File: config.mk
export PLATFORM = sky130hd
export DESIGN_NAME = skt_cell
export DESIGN_NICKNAME = d
export VERILOG_FILES = /design/src/skt_pkg.sv /design/src/skt_cell.sv
export SDC_FILE = /design/constraint.sdc
export NUM_CORES = 1
export LEC_CHECK = 0
export ABC_CLOCK_PERIOD_IN_PS = 3450
export BUFFER_PORTS_ARGS = -buffer_cell sky130_fd_sc_hd__buf_4
export CAP_MARGIN = 15
export CORE_AREA = 5 5 177 179
export DETAILED_ROUTE_END_ITERATION = 16
export DIE_AREA = 0 0 182 184
export GPL_TIMING_DRIVEN = 0
export PLACE_DENSITY = 0.55
export SETUP_SLACK_MARGIN = 0.3
export SLEW_MARGIN = 20
export SYNTH_ARGS = -nofsm -noshare
export SYNTH_HDL_FRONTEND = slang
export SYNTH_SLANG_ARGS = --single-unit
File: constraint.sdc
create_clock -name clk -period 3.45 [get_ports clk]
set_input_delay 0.345 -clock clk [delete_from_list [all_inputs] [get_ports clk]]
set_output_delay 0.345 -clock clk [all_outputs]
set_load 0.1 [all_outputs]
File: src/skt_pkg.sv
`timescale 1ns / 1ps
`default_nettype none

package skt_pkg;

  localparam int KEY_W       = 64;
  localparam int VAL_W       = 32;
  localparam int POS_W       = 6;
  localparam int CNT_OUT_W   = 7;
  localparam int DEPTH_DEF   = 64;

  typedef enum logic [1:0] {
    CMD_LOOKUP = 2'd0,
    CMD_INSERT = 2'd1,
    CMD_DELETE = 2'd2
  } cmd_t;

  typedef enum logic [1:0] {
    ST_OK   = 2'd0,
    ST_NEW  = 2'd1,
    ST_MISS = 2'd2,
    ST_FULL = 2'd3
  } status_t;

  typedef struct packed {
    cmd_t              command;
    logic [KEY_W-1:0]  key;
    logic [VAL_W-1:0]  value_in;
  } in_word_t;

  typedef struct packed {
    status_t               status;
    logic [POS_W-1:0]      position;
    logic [VAL_W-1:0]      value_out;
    logic [CNT_OUT_W-1:0]  entry_count;
  } out_word_t;

  typedef struct packed {
    logic load_flags;
    logic shift_up;
    logic shift_down;
    logic overwrite;
  } cell_ctl_t;

endpackage

`default_nettype wire

File: src/skt_cell.sv
`timescale 1ns / 1ps
`default_nettype none

module skt_cell #(
  parameter int IDX   = 0,
  parameter int CNT_W = 7
) (
  input  wire logic                      clk,
  input  wire logic                      rst_n,
  input  wire skt_pkg::cell_ctl_t        ctl,
  input  wire logic [skt_pkg::KEY_W-1:0] probe_key,
  input  wire logic [CNT_W-1:0]          count,
  input  wire logic [skt_pkg::KEY_W-1:0] new_key,
  input  wire logic [skt_pkg::VAL_W-1:0] new_val,
  input  wire logic                      left_lt,
  input  wire logic [skt_pkg::KEY_W-1:0] left_key,
  input  wire logic [skt_pkg::VAL_W-1:0] left_val,
  input  wire logic [skt_pkg::KEY_W-1:0] right_key,
  input  wire logic [skt_pkg::VAL_W-1:0] right_val,
  output logic [skt_pkg::KEY_W-1:0]      key_o,
  output logic [skt_pkg::VAL_W-1:0]      val_o,
  output logic                           lt_o,
  output logic                           eq_o
);

  logic [skt_pkg::KEY_W-1:0] key_r, key_nxt;
  logic [skt_pkg::VAL_W-1:0] val_r, val_nxt;
  logic                      lt_r, lt_nxt;
  logic                      eq_r, eq_nxt;
  logic                      held;

  assign held = CNT_W'(IDX) < count;

  always_comb begin
    key_nxt = key_r;
    val_nxt = val_r;
    lt_nxt  = lt_r;
    eq_nxt  = eq_r;
    if (ctl.load_flags) begin
      lt_nxt = held && (key_r < probe_key);
      eq_nxt = held && (key_r == probe_key);
    end
    if (ctl.shift_up && !lt_r) begin
      if (left_lt) begin
        key_nxt = new_key;
        val_nxt = new_val;
      end else begin
        key_nxt = left_key;
        val_nxt = left_val;
      end
    end
    if (ctl.shift_down && !lt_r) begin
      key_nxt = right_key;
      val_nxt = right_val;
    end
    if (ctl.overwrite && eq_r) begin
      val_nxt = new_val;
    end
  end

  always_ff @(posedge clk) begin
    key_r <= key_nxt;
    val_r <= val_nxt;
    if (!rst_n) begin
      lt_r <= 1'b0;
      eq_r <= 1'b0;
    end else begin
      lt_r <= lt_nxt;
      eq_r <= eq_nxt;
    end
  end

  assign key_o = key_r;
  assign val_o = val_r;
  assign lt_o  = lt_r;
  assign eq_o  = eq_r;

endmodule

`default_nettype wire

[Word level (Yosys, flattened, before mapping)]
Cells that the tools add are included.
Widths: inputs -> output; s select.
Word-level totals
  bits in registers: 98
  input bits: 366
  output and inout port bits: 98
  word-level logic and storage cells: 22
Operators by class
  order comparisons: 2
  eq/ne operators: 1
  mux-type cells: 7
  reduce and logical (&&, ||, !) cells: 8
Operators with widths (count)
  $mux 64: 3
  $mux 32: 4
  $eq 64x64->1: 1
  $lt 64x64->1: 1
  $lt 1x7->1 const A: 1
  $logic_and 1x1->1: 5
  $reduce_bool 3->1: 1
  $reduce_bool 2->1: 1
  $logic_not 1->1: 1

[Longest topological paths before layout]
  depth after elaboration: 5
  mapped depth: 8
  depth with buffers taken out: 8

[Worst setup path before layout]
Ideal clock, no wire load.
  kind: register -> register
  from: reg lt_r (netlist: lt_o)
  to: reg key_r (netlist bit key_o[0]) (enable)
  library setup time: 0.488 ns
  arrival time: 3.522 ns
  required time: 2.962 ns
  path slack: -0.560 ns
  stages on the path, launching flop included: 2
  buffers on the path: 0
  clock period less this slack: 4.010 ns
  cell sequence: dfxtp_1 > nor2_1
Between the ends
  longest elaborated chain between the ends: 3
  elaborated cells on any way between the ends: 4
  those cells by class: reduce/logical: 4
RTL lines
  from (decl): line skt_cell.sv:28  | logic lt_r, lt_nxt;
  from (signal assigned): line skt_cell.sv:68  | lt_r <= lt_nxt;
  $logic_not 1->1 (*): line skt_cell.sv:43, skt_cell.sv:52
  $logic_and 1x1->1, on equally long branches: line skt_cell.sv:43, skt_cell.sv:52
  $reduce_bool 2->1 (no source line) (*)
  to (signal assigned): line skt_cell.sv:62  | key_r <= key_nxt;
  to (decl): line skt_cell.sv:26  | logic [skt_pkg::KEY_W-1:0] key_r, key_nxt;
Mark *: on every way between the ends. The rest lies on a longest branch, timed or not.
A chain may end at the register's enable or synchronous reset.

[Final worst setup path]
  from: reg lt_r (netlist: lt_o)
  to: reg key_r (netlist bit key_o[43]), data pin
Between the ends
  longest elaborated chain between the ends: 3
RTL lines
  $logic_not 1->1: line skt_cell.sv:52  | if (ctl.shift_down && !lt_r) begin
  $logic_and 1x1->1: line skt_cell.sv:52
  $mux 64: line skt_cell.sv:52
  net key_nxt (one bit): line skt_cell.sv:26
The timed path passes the listed nets, and every way through them passes these cells.

==> impl_metrics.env <==
export IMPL_grt_pass1_vias=7165
export IMPL_fin_crit_sh_pct=77.9
export IMPL_cts_root_buf="clkbuf_16"
export IMPL_end_kind="flop"
export IMPL_syn_cell_area_sq_um=6460
export IMPL_syn_area_per_cell_sq_um=9.78
export IMPL_drive_above_1_share_pct=43.0
export IMPL_dieHeight_um=184
export IMPL_start_util_pct=22.0
export IMPL_path_class="reg -> reg"
export IMPL_n_antenna_cell=0
export IMPL_grt_pass1_wl_um=41800
export IMPL_synth_ff_type="edfxtp_1"
export IMPL_layout_common_cells="buf_4 (463), edfxtp_1 (96), nand2_1 (77)"
export IMPL_yosysSeqAreaShare_pct=45.2
export IMPL_fmax_ghz=0.372
export IMPL_instances_no_fill=1533
export IMPL_numCtsBuffers=9
export IMPL_yosysTopAreaCell="edfxtp_1"
export IMPL_ctsResizeCount=0
export IMPL_drtIter0Drc=232
export IMPL_clock_sinks=98
export IMPL_port_buffers=463
export IMPL_p_leak_nw=5.20
export IMPL_hold_path_class="in -> reg"
export IMPL_ir_worst_vdd_uv=174
export IMPL_synth_seq_cells=98
export IMPL_yosys_area_top_type_share_pct=44.6
export IMPL_htreeDepth=3
export IMPL_rsz0062_at_grt="no"
export IMPL_fin_tns_setup_ns=0
export IMPL_dieArea_sq_um=33500
export IMPL_coreArea_sq_um=29400
export IMPL_wl_per_cell_um=18.8
export IMPL_ant_nets=0
export IMPL_fp_dieW_um=182
export IMPL_nets=1568
export IMPL_synth_edf_count=96
export IMPL_avgViaCountPerCell=4.41
export IMPL_critPathArrivalTime_ns=2.88
export IMPL_ys_warn_count=0
export IMPL_tightest_slew_ns=0.819
export IMPL_grt_max_degree=27
export IMPL_gp_congestion=0.893
export IMPL_ios=464
export IMPL_maxCapViolations=0
export IMPL_cts_tree="done"
export IMPL_row_count=63
export IMPL_critPathMaxFanout=10
export IMPL_setup_ws_ns=0.763
export IMPL_syn_inst=661
export IMPL_critical_path_top_delay_family="buffers and inverters"
export IMPL_r2r_slack_ns=0.76
export IMPL_status="finished clean"
export IMPL_synthArstFlopShare_pct=0
export IMPL_required_ns=3.64
export IMPL_area_delta_synth_final_pct=67.0
export IMPL_dp_hpwl_um=24700
export IMPL_p_per_area_nw_per_um2=475
export IMPL_crit_top_cell="clkbuf_1"
export IMPL_skew_ns=0.0106
export IMPL_setup_viol=0
export IMPL_clkTransAtPathRegs_ns=0.08
export IMPL_first_pass_iters=5
export IMPL_clk_path_buf_depth=2
export IMPL_synth_nets=1091
export IMPL_dp_cells=1517
export IMPL_synthTopCellsByArea="edfxtp_1 (45%), ha_1 (12%), mux2i_1 (9.9%)"
export IMPL_drv_slew=0
export IMPL_period_needed_ns=2.69
export IMPL_num_vias=6754
export IMPL_post_route_drc_count=0
export IMPL_grt_antenna_before_repair=1
export IMPL_final_common_cell="buf_4"
export IMPL_cts_hold_fix_buffers=0
export IMPL_maxSlewHeadroom_pct=45.4
export IMPL_insertion_delay_ns=0.35
export IMPL_grt_use_total_pct=16.2
export IMPL_post_cts_buffers=0
export IMPL_critPathBufInv=3
export IMPL_synth_distinct_cells=40
export IMPL_hold_viol_final=0
export IMPL_crit_chain="nor2b_1 -> clkbuf_1 -> clkbuf_1 -> clkbuf_1 -> nand2_1 -> o21ai_0"
export IMPL_wirelength_um=28800
export IMPL_grt_overflow=0
export IMPL_crit_path_max_incr_delay_ns=0.65
export IMPL_pre_cts_ws_ns=0.560
export IMPL_power_total_mw=5.12
export IMPL_critPathSlowestCell="clkbuf_1"
export IMPL_start_kind="flop"
-- through the flow --
| step | util (%) | hold slack (ns) | area [sq um] |
|---|---|---|---|
| after floorplan | - | 0.439 | 6470 |
| after global placement | 35.5 | 0.545 | 10400 |
| after detailed placement | 35.8 | 0.576 | 10500 |
| after CTS | 36.7 | 0.190 | 10800 |
| after global routing | 36.7 | 0.209 | 10800 |
| final | 36.7 | 0.212 | 10800 |
-- cell families after synthesis --
kind of cell	share of synthesized area, %
compound gates	15.6
simple gates	11.2
buf+inv	5.69
flops	45.2
mux	9.91
fa+ha+maj	12.4
-- path summary, 6_finish.rpt --
kind                            cells past startpoint         to  startpoint
worst max register to register                      6  key_o[43]        lt_o
worst min register to register                      2       lt_o        lt_o
worst min-delay path                                2       lt_o      ctl[3]
worst max-delay path                                6  key_o[43]        lt_o
-- Yosys cell counts, types with 2 or more instances --
| cell type | n |
|---|---|
| inv_1 | 64 |
| edfxtp_1 | 96 |
| a21boi_0 | 2 |
| nor2b_1 | 4 |
| clkbuf_1 | 27 |
| o21ai_0 | 73 |
| o211ai_1 | 2 |
| a21o_1 | 3 |
| nand2_1 | 77 |
| o22ai_1 | 33 |
| nand3_1 | 7 |
| nand2b_1 | 4 |
| dfxtp_1 | 2 |
| ha_1 | 64 |
| nor2_1 | 40 |
| and4_1 | 3 |
| buf_1 | 7 |
| a21oi_1 | 58 |
| or4_1 | 2 |
| nand4_1 | 9 |
| mux2i_1 | 64 |
| a211oi_1 | 2 |
-- per-layer routing --
layer  share of wire [%]  routed length [um]  GRT usage, %  up-vias
met5                   0                   0             0        -
met4                 1.2                 354          3.30        0
met3                 6.7                1950          3.68       17
met2                  53               15300          30.5      271
met1                  39               11200          18.9     3102
li1                    -                   -             -     3364
-- report_power, final --
| group | total [mW] | switching, mW | internal, mW |
|---|---|---|---|
| Combinational | 2.51 | 1.78 | 0.725 |
| Clock | 0.979 | 0.490 | 0.489 |
| Sequential | 1.64 | 0.0954 | 1.54 |
| Total | 5.12 | 2.37 | 2.76 |
-- sequential cells by signal, summed over array words and instances, names as in the netlist --
| register | flops |
|---|---|
| lt_o | 1 |
| eq_o | 1 |
| val_o | 32 |
| key_o | 64 |
-- final cells by class --
type	count	area, sq um
plain buffers	34	129
clock buffers	9	225
clock inverters	7	45.0
fillers	3088	18600
inverters	64	240
multi-input cells	465	3200
flip-flops and latches	98	2920
well taps	390	488
repair buffers	466	3540
(Power assumes the default switching activity.)
